===== src/design/ptd_pkg.sv =====
`default_nettype none

package ptd_pkg;

  // Field widths fixed by the item formats.
  localparam int TIME_W   = 32;
  localparam int PERIOD_W = 24;
  localparam int REM_W    = 33;
  localparam int SLOT_W   = 4;
  localparam int ALU_W    = 34;

  localparam logic [TIME_W-1:0] ALL_ONES = {TIME_W{1'b1}};
  // Floor of the remaining time, the most negative 33-bit value.
  localparam logic signed [REM_W-1:0] REM_MIN = {1'b1, {(REM_W-1){1'b0}}};

  typedef enum logic [1:0] {
    FUNC_DISPATCH = 2'd0,
    FUNC_CREATE   = 2'd1,
    FUNC_SUSPEND  = 2'd2,
    FUNC_RESUME   = 2'd3
  } func_e_t;

  typedef enum logic [1:0] {
    KIND_DUE  = 2'd0,
    KIND_IDLE = 2'd1,
    KIND_DONE = 2'd2,
    KIND_FULL = 2'd3
  } kind_e_t;

  typedef enum logic [1:0] {
    ALU_ADD,
    ALU_SUB,
    ALU_SATADD,
    ALU_SUBFLOOR
  } alu_op_t;

  typedef enum logic [3:0] {
    ST_IDLE,
    ST_DISP_START,
    ST_UPD_RD,
    ST_UPD_SUB,
    ST_UPD_ADD,
    ST_UPD_DUE,
    ST_MIN_RD,
    ST_MIN_CHK,
    ST_IDLE_RPT,
    ST_CREATE,
    ST_SUSP
  } state_t;

  // Request to the shared adder.
  typedef struct packed {
    alu_op_t          op;
    logic [ALU_W-1:0] a;
    logic [ALU_W-1:0] b;
  } alu_req_t;

  // Write strobes and data for the four task tables.
  typedef struct packed {
    logic                we_period;
    logic                we_rem;
    logic                we_dl;
    logic                we_comp;
    logic [PERIOD_W-1:0] period;
    logic [REM_W-1:0]    rem;
    logic [TIME_W-1:0]   dl;
    logic [TIME_W-1:0]   comp;
  } tbl_wr_t;

  // Registered read data of the four task tables.
  typedef struct packed {
    logic [PERIOD_W-1:0] period;
    logic [REM_W-1:0]    rem;
    logic [TIME_W-1:0]   dl;
    logic [TIME_W-1:0]   comp;
  } tbl_rd_t;

endpackage

`default_nettype wire


===== src/design/ptd_if.sv =====
`default_nettype none

// Request channel: one transaction is one operation on the task table.
interface ptd_req_if;
  logic        valid;
  logic        ready;
  logic [1:0]  func;
  logic [31:0] now_ms;
  logic [3:0]  task_slot;
  logic [23:0] period_ms;
  logic [23:0] start_offset_ms;
  logic [23:0] suspend_delay_ms;

  modport source (
    output valid, func, now_ms, task_slot, period_ms, start_offset_ms, suspend_delay_ms,
    input  ready
  );
  modport sink (
    input  valid, func, now_ms, task_slot, period_ms, start_offset_ms, suspend_delay_ms,
    output ready
  );
endinterface

// Result channel: one transaction is one result of an operation.
interface ptd_rsp_if;
  logic        valid;
  logic        ready;
  logic [1:0]  result_kind;
  logic [3:0]  slot_out;
  logic        task_runs;
  logic [31:0] idle_ms;
  logic        last;

  modport source (
    output valid, result_kind, slot_out, task_runs, idle_ms, last,
    input  ready
  );
  modport sink (
    input  valid, result_kind, slot_out, task_runs, idle_ms, last,
    output ready
  );
endinterface

`default_nettype wire


===== src/design/ptd_ram.sv =====
`default_nettype none

module ptd_ram #(
  parameter int WIDTH = 32,
  parameter int DEPTH = 16
) (
  input  wire logic                                       clk,
  input  wire logic                                       we,
  input  wire logic [((DEPTH > 1) ? $clog2(DEPTH) : 1)-1:0] waddr,
  input  wire logic [WIDTH-1:0]                           wdata,
  input  wire logic [((DEPTH > 1) ? $clog2(DEPTH) : 1)-1:0] raddr,
  output logic      [WIDTH-1:0]                           rdata
);

  logic [WIDTH-1:0] mem [DEPTH];

  // One write port, one registered read port.
  always_ff @(posedge clk) begin
    if (we) begin
      mem[waddr] <= wdata;
    end
    rdata <= mem[raddr];
  end

endmodule

`default_nettype wire


===== src/design/ptd_alu.sv =====
`default_nettype none

module ptd_alu (
  input  wire ptd_pkg::alu_req_t         req,
  output logic [ptd_pkg::ALU_W-1:0]      res
);
  import ptd_pkg::*;

  localparam logic signed [ALU_W:0] FLOOR = (ALU_W+1)'(REM_MIN);

  logic signed [ALU_W:0] ext_a;
  logic signed [ALU_W:0] ext_b;
  logic signed [ALU_W:0] sum;

  // One adder, one extra bit so that neither sums nor differences overflow.
  always_comb begin
    ext_a = $signed({req.a[ALU_W-1], req.a});
    ext_b = $signed({req.b[ALU_W-1], req.b});
    if (req.op == ALU_SUB || req.op == ALU_SUBFLOOR) begin
      sum = ext_a - ext_b;
    end else begin
      sum = ext_a + ext_b;
    end
  end

  // Saturation for time sums and the floor on the remaining time.
  always_comb begin
    case (req.op)
      ALU_SATADD: begin
        if (sum[ALU_W:TIME_W] != '0) begin
          res = ALU_W'(ALL_ONES);
        end else begin
          res = sum[ALU_W-1:0];
        end
      end
      ALU_SUBFLOOR: begin
        if (sum < FLOOR) begin
          res = FLOOR[ALU_W-1:0];
        end else begin
          res = sum[ALU_W-1:0];
        end
      end
      default: begin
        res = sum[ALU_W-1:0];
      end
    endcase
  end

endmodule

`default_nettype wire


===== src/design/ptd_seq.sv =====
`default_nettype none

module ptd_seq #(
  parameter int MAX_TASKS = 16
) (
  input  wire logic                  clk,
  input  wire logic                  rst,
  ptd_req_if.sink                    req,
  ptd_rsp_if.source                  rsp,
  output ptd_pkg::alu_req_t          alu_req,
  input  wire logic [ptd_pkg::ALU_W-1:0] alu_res,
  output ptd_pkg::tbl_wr_t           tbl_wr,
  output logic [((MAX_TASKS > 1) ? $clog2(MAX_TASKS) : 1)-1:0] wr_addr,
  output logic [((MAX_TASKS > 1) ? $clog2(MAX_TASKS) : 1)-1:0] rd_addr,
  input  wire ptd_pkg::tbl_rd_t      tbl_rd
);
  import ptd_pkg::*;

  localparam int IW = (MAX_TASKS > 1) ? $clog2(MAX_TASKS) : 1;
  localparam int CW = $clog2(MAX_TASKS + 1);
  localparam int SW = (CW > SLOT_W) ? CW : SLOT_W;

  state_t               state;
  state_t               state_next;
  logic [IW-1:0]        idx;
  logic [CW-1:0]        count;
  logic [TIME_W-1:0]    last_disp;
  logic [TIME_W-1:0]    elapsed;
  func_e_t              func_r;
  logic [TIME_W-1:0]    now_r;
  logic [SLOT_W-1:0]    slot_r;
  logic [PERIOD_W-1:0]  period_r;
  logic [PERIOD_W-1:0]  offset_r;
  logic [PERIOD_W-1:0]  delay_r;
  logic [REM_W-1:0]     rem_r;
  logic                 dl_zero;
  logic [TIME_W-1:0]    best;
  logic                 found;

  logic                 out_valid;
  kind_e_t              out_kind;
  logic [SLOT_W-1:0]    out_slot;
  logic                 out_runs;
  logic [TIME_W-1:0]    out_idle;
  logic                 out_last;

  logic                 out_free;
  logic                 last_idx;
  logic                 due;
  logic                 full;
  logic                 slot_ok;
  logic                 dl_expire;
  logic                 load;
  logic                 adv;

  // Status terms shared by the next-state and output logic.
  assign out_free  = !out_valid || rsp.ready;
  assign last_idx  = (CW'(idx) == count - CW'(1));
  assign due       = rem_r[REM_W-1] || (rem_r == '0);
  assign full      = (count >= CW'(MAX_TASKS));
  assign slot_ok   = (SW'(slot_r) < SW'(count));
  assign dl_expire = (tbl_rd.dl != '0) && (now_r >= tbl_rd.dl);
  assign load      = out_free && (state == ST_UPD_DUE || state == ST_IDLE_RPT ||
                                  state == ST_CREATE || state == ST_SUSP);
  assign adv       = (state == ST_UPD_ADD && !due) || (state == ST_UPD_DUE && out_free);

  assign req.ready       = (state == ST_IDLE);
  assign rsp.valid       = out_valid;
  assign rsp.result_kind = out_kind;
  assign rsp.slot_out    = out_slot;
  assign rsp.task_runs   = out_runs;
  assign rsp.idle_ms     = out_idle;
  assign rsp.last        = out_last;

  // Next state.
  always_comb begin
    state_next = state;
    case (state)
      ST_IDLE: begin
        if (req.valid) begin
          case (req.func)
            FUNC_DISPATCH: state_next = ST_DISP_START;
            FUNC_CREATE:   state_next = ST_CREATE;
            default:       state_next = ST_SUSP;
          endcase
        end
      end
      ST_DISP_START: state_next = (count == '0) ? ST_IDLE_RPT : ST_UPD_RD;
      ST_UPD_RD:     state_next = ST_UPD_SUB;
      ST_UPD_SUB:    state_next = ST_UPD_ADD;
      ST_UPD_ADD: begin
        if (due) begin
          state_next = ST_UPD_DUE;
        end else begin
          state_next = last_idx ? ST_MIN_RD : ST_UPD_RD;
        end
      end
      ST_UPD_DUE: begin
        if (out_free) begin
          state_next = last_idx ? ST_MIN_RD : ST_UPD_RD;
        end
      end
      ST_MIN_RD:     state_next = ST_MIN_CHK;
      ST_MIN_CHK:    state_next = last_idx ? ST_IDLE_RPT : ST_MIN_RD;
      ST_IDLE_RPT,
      ST_CREATE,
      ST_SUSP: begin
        if (out_free) begin
          state_next = ST_IDLE;
        end
      end
      default:       state_next = ST_IDLE;
    endcase
  end

  // Adder requests and table writes for each step.
  always_comb begin
    alu_req = '{op: ALU_ADD, a: '0, b: '0};
    tbl_wr  = '0;
    wr_addr = idx;
    rd_addr = idx;
    case (state)
      ST_DISP_START: begin
        alu_req = '{op: ALU_SUB, a: ALU_W'(now_r), b: ALU_W'(last_disp)};
      end
      ST_UPD_SUB: begin
        alu_req = '{op: ALU_SUBFLOOR, a: ALU_W'($signed(tbl_rd.rem)),
                    b: ALU_W'(elapsed)};
        tbl_wr.we_dl = dl_expire;
        tbl_wr.dl    = '0;
      end
      ST_UPD_ADD: begin
        alu_req = '{op: ALU_ADD, a: ALU_W'($signed(rem_r)), b: ALU_W'(tbl_rd.period)};
        tbl_wr.we_rem = 1'b1;
        tbl_wr.rem    = due ? alu_res[REM_W-1:0] : rem_r;
      end
      ST_UPD_DUE: begin
        alu_req = '{op: ALU_SATADD, a: ALU_W'(now_r), b: ALU_W'(tbl_rd.period)};
        tbl_wr.we_comp = out_free;
        tbl_wr.comp    = alu_res[TIME_W-1:0];
      end
      ST_IDLE_RPT: begin
        alu_req = '{op: ALU_SUB, a: ALU_W'(best), b: ALU_W'(now_r)};
      end
      ST_CREATE: begin
        alu_req = '{op: ALU_SATADD, a: ALU_W'(now_r), b: ALU_W'(offset_r)};
        wr_addr = IW'(count);
        tbl_wr.we_period = out_free && !full;
        tbl_wr.we_rem    = out_free && !full;
        tbl_wr.we_dl     = out_free && !full;
        tbl_wr.we_comp   = out_free && !full;
        tbl_wr.period    = period_r;
        tbl_wr.rem       = REM_W'(offset_r);
        tbl_wr.dl        = '0;
        tbl_wr.comp      = alu_res[TIME_W-1:0];
      end
      ST_SUSP: begin
        alu_req = '{op: ALU_SATADD, a: ALU_W'(now_r), b: ALU_W'(delay_r)};
        wr_addr = IW'(slot_r);
        tbl_wr.we_dl = out_free && slot_ok;
        tbl_wr.dl    = (func_r == FUNC_SUSPEND) ? alu_res[TIME_W-1:0] : '0;
      end
      default: begin
        alu_req = '{op: ALU_ADD, a: '0, b: '0};
      end
    endcase
  end

  // Control registers.
  always_ff @(posedge clk) begin
    if (rst) begin
      state     <= ST_IDLE;
      count     <= '0;
      last_disp <= '0;
      out_valid <= 1'b0;
      idx       <= '0;
      found     <= 1'b0;
    end else begin
      state <= state_next;
      if (state == ST_CREATE && out_free && !full) begin
        count <= count + CW'(1);
      end
      if (state == ST_DISP_START) begin
        last_disp <= now_r;
      end
      if (load) begin
        out_valid <= 1'b1;
      end else if (rsp.ready) begin
        out_valid <= 1'b0;
      end
      if (state == ST_DISP_START) begin
        idx   <= '0;
        found <= 1'b0;
      end else if (adv) begin
        idx <= last_idx ? '0 : idx + IW'(1);
      end else if (state == ST_MIN_CHK) begin
        idx <= idx + IW'(1);
        if (tbl_rd.comp >= now_r && (!found || tbl_rd.comp < best)) begin
          found <= 1'b1;
        end
      end
    end
  end

  // Operand and result registers.
  always_ff @(posedge clk) begin
    if (state == ST_IDLE && req.valid) begin
      func_r   <= func_e_t'(req.func);
      now_r    <= req.now_ms;
      slot_r   <= req.task_slot;
      period_r <= req.period_ms;
      offset_r <= req.start_offset_ms;
      delay_r  <= req.suspend_delay_ms;
    end
    if (state == ST_DISP_START) begin
      elapsed <= alu_res[TIME_W-1:0];
    end
    if (state == ST_UPD_SUB) begin
      rem_r   <= alu_res[REM_W-1:0];
      dl_zero <= (tbl_rd.dl == '0) || dl_expire;
    end
    if (state == ST_MIN_CHK && tbl_rd.comp >= now_r && (!found || tbl_rd.comp < best)) begin
      best <= tbl_rd.comp;
    end
    if (load) begin
      out_runs <= 1'b0;
      out_idle <= '0;
      out_last <= 1'b1;
      out_slot <= '0;
      case (state)
        ST_UPD_DUE: begin
          out_kind <= KIND_DUE;
          out_slot <= SLOT_W'(idx);
          out_runs <= dl_zero;
          out_last <= 1'b0;
        end
        ST_IDLE_RPT: begin
          out_kind <= KIND_IDLE;
          out_idle <= found ? alu_res[TIME_W-1:0] : ALL_ONES;
        end
        ST_CREATE: begin
          out_kind <= full ? KIND_FULL : KIND_DONE;
          out_slot <= full ? '0 : SLOT_W'(count);
        end
        default: begin
          out_kind <= KIND_DONE;
          out_slot <= slot_r;
        end
      endcase
    end
  end

endmodule

`default_nettype wire


===== src/design/periodic_task_dispatcher_top.sv =====
`default_nettype none

// Periodic task dispatcher. Holds up to MAX_TASKS periodic tasks in four
// tables (period, remaining time, resume deadline, completion time), each
// with one write port and one registered read port, and serves one request
// transaction at a time; req.ready is low while a request is worked on. A
// create, suspend or resume answers with one result. In a dispatch, one
// pass reads, updates and writes back each task (with a further step for a
// due task, which also emits its result), a second pass reads each
// completion time to find the nearest one, and the idle report closes the
// dispatch. These steps follow from the registered table read and the
// single adder that the steps share; a result that is not taken stalls the
// sequence until the output register frees up. After reset the table is
// empty and the last dispatch time is zero.
module periodic_task_dispatcher_top #(
  parameter int MAX_TASKS = 16
) (
  input  wire logic clk,
  input  wire logic rst,
  ptd_req_if.sink   req,
  ptd_rsp_if.source rsp
);
  import ptd_pkg::*;

  localparam int IW = (MAX_TASKS > 1) ? $clog2(MAX_TASKS) : 1;

  alu_req_t          alu_req;
  logic [ALU_W-1:0]  alu_res;
  tbl_wr_t           tbl_wr;
  tbl_rd_t           tbl_rd;
  logic [IW-1:0]     wr_addr;
  logic [IW-1:0]     rd_addr;

  // Sequencer with the output register.
  ptd_seq #(.MAX_TASKS(MAX_TASKS)) u_seq (
    .clk     (clk),
    .rst     (rst),
    .req     (req),
    .rsp     (rsp),
    .alu_req (alu_req),
    .alu_res (alu_res),
    .tbl_wr  (tbl_wr),
    .wr_addr (wr_addr),
    .rd_addr (rd_addr),
    .tbl_rd  (tbl_rd)
  );

  // Shared adder.
  ptd_alu u_alu (
    .req (alu_req),
    .res (alu_res)
  );

  // Task tables.
  ptd_ram #(.WIDTH(PERIOD_W), .DEPTH(MAX_TASKS)) u_period_ram (
    .clk   (clk),
    .we    (tbl_wr.we_period),
    .waddr (wr_addr),
    .wdata (tbl_wr.period),
    .raddr (rd_addr),
    .rdata (tbl_rd.period)
  );

  ptd_ram #(.WIDTH(REM_W), .DEPTH(MAX_TASKS)) u_rem_ram (
    .clk   (clk),
    .we    (tbl_wr.we_rem),
    .waddr (wr_addr),
    .wdata (tbl_wr.rem),
    .raddr (rd_addr),
    .rdata (tbl_rd.rem)
  );

  ptd_ram #(.WIDTH(TIME_W), .DEPTH(MAX_TASKS)) u_dl_ram (
    .clk   (clk),
    .we    (tbl_wr.we_dl),
    .waddr (wr_addr),
    .wdata (tbl_wr.dl),
    .raddr (rd_addr),
    .rdata (tbl_rd.dl)
  );

  ptd_ram #(.WIDTH(TIME_W), .DEPTH(MAX_TASKS)) u_comp_ram (
    .clk   (clk),
    .we    (tbl_wr.we_comp),
    .waddr (wr_addr),
    .wdata (tbl_wr.comp),
    .raddr (rd_addr),
    .rdata (tbl_rd.comp)
  );

endmodule

`default_nettype wire

===== src/flat_wrapper.sv =====
// flat-port wrapper written by rule: the top's interface ports become plain ports
module periodic_task_dispatcher_top_flat import ptd_pkg::*;
#(
  parameter int MAX_TASKS = 16
)
  (clk, rst, req_valid, req_func, req_now_ms, req_task_slot, req_period_ms, req_start_offset_ms, req_suspend_delay_ms, req_ready, rsp_valid, rsp_result_kind, rsp_slot_out, rsp_task_runs, rsp_idle_ms, rsp_last, rsp_ready);
  ptd_req_if req_i ();
  ptd_rsp_if rsp_i ();
  input  wire logic clk;
  input  wire logic rst;
  input wire logic [$bits(req_i.valid)-1:0] req_valid;
  input wire logic [$bits(req_i.func)-1:0] req_func;
  input wire logic [$bits(req_i.now_ms)-1:0] req_now_ms;
  input wire logic [$bits(req_i.task_slot)-1:0] req_task_slot;
  input wire logic [$bits(req_i.period_ms)-1:0] req_period_ms;
  input wire logic [$bits(req_i.start_offset_ms)-1:0] req_start_offset_ms;
  input wire logic [$bits(req_i.suspend_delay_ms)-1:0] req_suspend_delay_ms;
  output wire logic [$bits(req_i.ready)-1:0] req_ready;
  output wire logic [$bits(rsp_i.valid)-1:0] rsp_valid;
  output wire logic [$bits(rsp_i.result_kind)-1:0] rsp_result_kind;
  output wire logic [$bits(rsp_i.slot_out)-1:0] rsp_slot_out;
  output wire logic [$bits(rsp_i.task_runs)-1:0] rsp_task_runs;
  output wire logic [$bits(rsp_i.idle_ms)-1:0] rsp_idle_ms;
  output wire logic [$bits(rsp_i.last)-1:0] rsp_last;
  input wire logic [$bits(rsp_i.ready)-1:0] rsp_ready;
  assign req_i.valid = req_valid;
  assign req_i.func = req_func;
  assign req_i.now_ms = req_now_ms;
  assign req_i.task_slot = req_task_slot;
  assign req_i.period_ms = req_period_ms;
  assign req_i.start_offset_ms = req_start_offset_ms;
  assign req_i.suspend_delay_ms = req_suspend_delay_ms;
  assign req_ready = req_i.ready;
  assign rsp_valid = rsp_i.valid;
  assign rsp_result_kind = rsp_i.result_kind;
  assign rsp_slot_out = rsp_i.slot_out;
  assign rsp_task_runs = rsp_i.task_runs;
  assign rsp_idle_ms = rsp_i.idle_ms;
  assign rsp_last = rsp_i.last;
  assign rsp_i.ready = rsp_ready;
  periodic_task_dispatcher_top #(.MAX_TASKS(MAX_TASKS)) u_core (.clk(clk), .rst(rst), .req(req_i), .rsp(rsp_i));
endmodule

===== config.mk =====
export PLATFORM = sky130hd
export DESIGN_NAME = periodic_task_dispatcher_top_flat
export DESIGN_NICKNAME = d
export VERILOG_FILES = /design/src/design/ptd_pkg.sv /design/src/design/ptd_if.sv /design/src/design/ptd_ram.sv /design/src/design/ptd_alu.sv /design/src/design/ptd_seq.sv /design/src/design/periodic_task_dispatcher_top.sv /design/src/flat_wrapper.sv
export SDC_FILE = /design/constraint.sdc
export NUM_CORES = 2
export LEC_CHECK = 0
export BUFFER_PORTS_ARGS = -buffer_cell sky130_fd_sc_hd__buf_2
export CORE_ASPECT_RATIO = 0.7
export CORE_MARGIN = 2
export CORE_UTILIZATION = 45
export CTS_CLUSTER_SIZE = 24
export DETAILED_ROUTE_END_ITERATION = 7
export HOLD_SLACK_MARGIN = 0.05
export PLACE_DENSITY = 0.71
export SLEW_MARGIN = 30
export SYNTH_ARGS = -nofsm -noshare
export SYNTH_HDL_FRONTEND = slang
export SYNTH_SLANG_ARGS = --single-unit
export TNS_END_PERCENT = 20

===== constraint.sdc =====
create_clock -name clk -period 10.92 [get_ports clk]
set_input_delay 0.546 -clock clk [delete_from_list [all_inputs] [get_ports clk]]
set_output_delay 0.546 -clock clk [all_outputs]
set_load 0.02 [all_outputs]

==> impl_metrics.yaml <==
timing:
  finalSetupTns_ps: 0
  max_freq_ghz: 0.116
  skew_ps: 73.8
  tightest_slew_ps: 1080
  maxSlewViolCount: 0
  finalCriticalPeriod_ps: 8620
  fin_crit_sh: 0.789
  setup_violations: 0
  rsz0062_at_grt: "false"
  holdWs_ps: 220
  max-slew-margin-rel: 0.279
  finalHoldViolCount: 0
critical_path:
  crit_start: "u_core.u_seq.state[0]"
  worstReg2RegStart: "u_core.u_seq.state[0]"
  endpoint_kind: "flop"
  crit_fanout: 42
  cp-start-kind: "flop"
  worst_ep_arrival_time_ps: 9170
  cp_data_required_time_ps: 11470
  worst-setup-path-type: "reg2reg"
clock_tree:
  clk_pin_slew_worst_paths_ps: 70
  clk_latency_ps: 890
  cts_tree: "yes"
  clockBufferDepth: 4
  cts_max_level: 4
  post-cts-setup-buffer-count: 0
  clock_sinks: 2352
  ctsResizeCount: 0
  clockRootBuffer: "clkbuf_16"
  cts_buffers: 213
logic_synthesis:
  syn_area_mm2: 0.0946
  synthSimpleGateAreaFrac: 0.0389
  synthMuxAreaShare: 0.111
  yosys_warnings: 0
  synthFlopType: "edfxtp_1"
  synth.distinct_cells: 89
  synth-xor-area-share: 0.00583
  synth_fp_nets: 5836
  seq_area_frac_synth: 0.729
  synth_edf_count: 2184
  synth_fa_ha_area_frac: 0.0183
  async_flop_share: 0
  avgSynthCellArea_um2: 16.9
  synth_top_family_by_area: "multiplexers"
  synth-compound-area-share: 0.0787
  synth-seq-cells: 2352
  postSynthCellCount: 5584
power_and_ir_drop:
  swShare: 0.380
  combPwrFrac: 0.317
  pwr-share-seq: 0.403
  p_per_area_mw_per_mm2: 256
  peakVddDrop_mv: 0.651
  p_leak_nw: 34.6
  p_clk_frac: 0.280
  switching_power_mw: 10.5
  intPower_mw: 17.2
  total_power_mw: 27.7
detailed_routing:
  drc: 16
  drt-initial-drc-count: 8684
  vias_per_cell: 6.27
  vias: 55700
  wl_per_cell_um: 32.0
  dr.pass1.iters: 8
  drtAntennaViolNets: 0
  wirelength_um: 284000
global_routing:
  grt_pass1_wl_um: 395000
  grt_pass1_vias: 52700
  grt_max_degree: 141
  grt_overflow: 0
  grt_antenna_before_repair: 12
  track_usage: 0.260
finish:
  drive_gt1_frac: 0.183
  final_area_mm2: 0.108
  area_growth_pct: 14.6
  stdcell_count: 8876
  nets: 6180
placed_design:
  dpl.hpwl_um: 170000
  place_congestion: 1.03
  postPlaceCellArea_mm2: 0.0998
  dp_cells: 8370
  port_buffers: 155
run_status:
  status: "finished, violations left"
  violations: "DRC"
floorplanning:
  die-area_mm2: 0.214
  ioPinCount: 156
  rows: 140
  core_area_mm2: 0.208
  start_util: 0.454
  die_w_um: 552
  fp.dieH_um: 388
flow_run:
  maxCapViolCount: 0
hold_path:
  min-delay-start: "rsp_ready"
  worstHoldPathType: "in2reg"
[cell usage in the layout, fill, tap and decap left out, drive strengths merged, types with 164 or more instances in the layout]
| cell | n |
|---|---|
| edfxtp | 2184 |
| mux2i | 492 |
| nand2 | 376 |
| buf | 329 |
| clkbuf | 286 |
| a221oi | 249 |
| mux4 | 242 |
| o21ai | 214 |
| a21oi | 197 |
| nor2 | 185 |
| dfxtp | 168 |
| a22oi | 164 |
[critical path: stages (launching register included)]
cell,delay (ps)
dfxtp_2,720
nor4bb_4,910
buf_4,620
a22oi_1,180
o221a_2,200
and2_1,190
nand2_1,120
nor2_1,100
a21oi_1,180
xor2_1,290
ha_1,330
nand4_1,160
or3_1,440
a2111o_1,370
nand3_1,210
o21ai_0,190
o21ai_0,420
mux2_2,430
o211ai_4,690
nand2_1,660
buf_4,350
a21oi_2,530
[registers in the layout, summed over array words and instances (netlist names), 32 cells and up]
name,cells
u_core.u_rem_ram.rdata,33
u_core.u_seq.elapsed,32
u_core.u_seq.rsp.idle_ms,32
u_core.u_period_ram.mem,384
u_core.u_rem_ram.mem,528
u_core.u_comp_ram.rdata,32
u_core.u_comp_ram.mem,512
u_core.u_dl_ram.mem,512
u_core.u_dl_ram.rdata,32
u_core.u_seq.best,32
u_core.u_seq.rem_r,33
u_core.u_seq.now_r,32
u_core.u_seq.last_disp,32
[routing by layer]
layer / share of wire / global-route usage / wire length [µm] / vias to the layer above
met4: 0.037 / 0.0928 / 10500 / 10
met3: 0.12 / 0.0690 / 35100 / 554
li1: - / - / - / 23100
met1: 0.40 / 0.378 / 113000 / 28600
met5: 0.00021 / 0 / 59 / -
met2: 0.44 / 0.378 / 125000 / 3443
[path summary, 6_finish.rpt]
path         depth (start not counted)                          to  slack, ps
max                                 21  u_core.u_dl_ram.mem[3][29]       2300
min                                  5       u_core.u_seq.state[2]        220
max reg2reg                         21  u_core.u_dl_ram.mem[3][29]       2300
min reg2reg                          2  u_core.u_seq.last_disp[14]        460
[cell type report]
| type | count | area (µm²) |
|---|---|---|
| Fill cell | 16400 | 100000 |
| Sequential cell | 2352 | 69000 |
| Multi-Input combinational cell | 2792 | 24800 |
| Clock buffer | 286 | 5970 |
| Tap cell | 2769 | 3460 |
| Timing Repair Buffer | 439 | 3430 |
| Clock inverter | 104 | 1240 |
| Inverter | 130 | 493 |
| Antenna cell | 4 | 10.0 |
[timing repair]
item	CTS	global route
setup endpoints to repair	0	0
hold buffers	110	0
endpoints found under the hold margin	110	0
[power groups by stage]
stage / logic (mW) / registers [mW] / clock network, mW
after floorplan: 4.04 / 11.2 / 0
after global placement: 8.09 / 11.4 / 0
after detailed placement: 8.10 / 11.4 / 0
after CTS: 8.20 / 11.2 / 7.83
after global routing: 8.84 / 11.2 / 8.18
final: 8.80 / 11.2 / 7.75
[cells in the mapped netlist (44+ instances only)]
master	n	area [µm²]
edfxtp_1	2184	65600
mux2i_1	492	4920
nand2_1	376	1410
a221oi_1	248	2170
mux4_2	242	5450
clkbuf_1	215	807
o21ai_0	197	986
a21oi_1	191	956
nor2_1	177	664
dfxtp_1	168	3360
a22oi_1	164	1230
ha_1	137	1710
inv_1	124	465
a21o_1	69	518
buf_1	62	233
xnor2_1	44	385
[kinds of logic (layout without fill, tap and decap cells)]
| logic type | after synthesis | count (layout) |
|---|---|---|
| AOI/OAI and AO/OA | 1052 | 1052 |
| xor gates and xnor gates | 63 | 63 |
| adders and majority gates | 138 | 138 |
| buffers and inverters | 440 | 959 |
| DFF | 2352 | 2352 |
| muxes | 744 | 744 |
| other | 0 | 4 |
| and+or+nand+nor | 795 | 795 |
[per-stage QoR]
step / setup slack [ps] / util
2_1_floorplan: 4240 / -
3_3_place_gp: 2010 / 0.477
3_5_place_dp: 1970 / 0.479
4_1_cts: 1900 / 0.519
5_1_grt: 1870 / 0.520
6_report: 2300 / 0.520
Note: power is estimated with default switching activity, not from simulation.
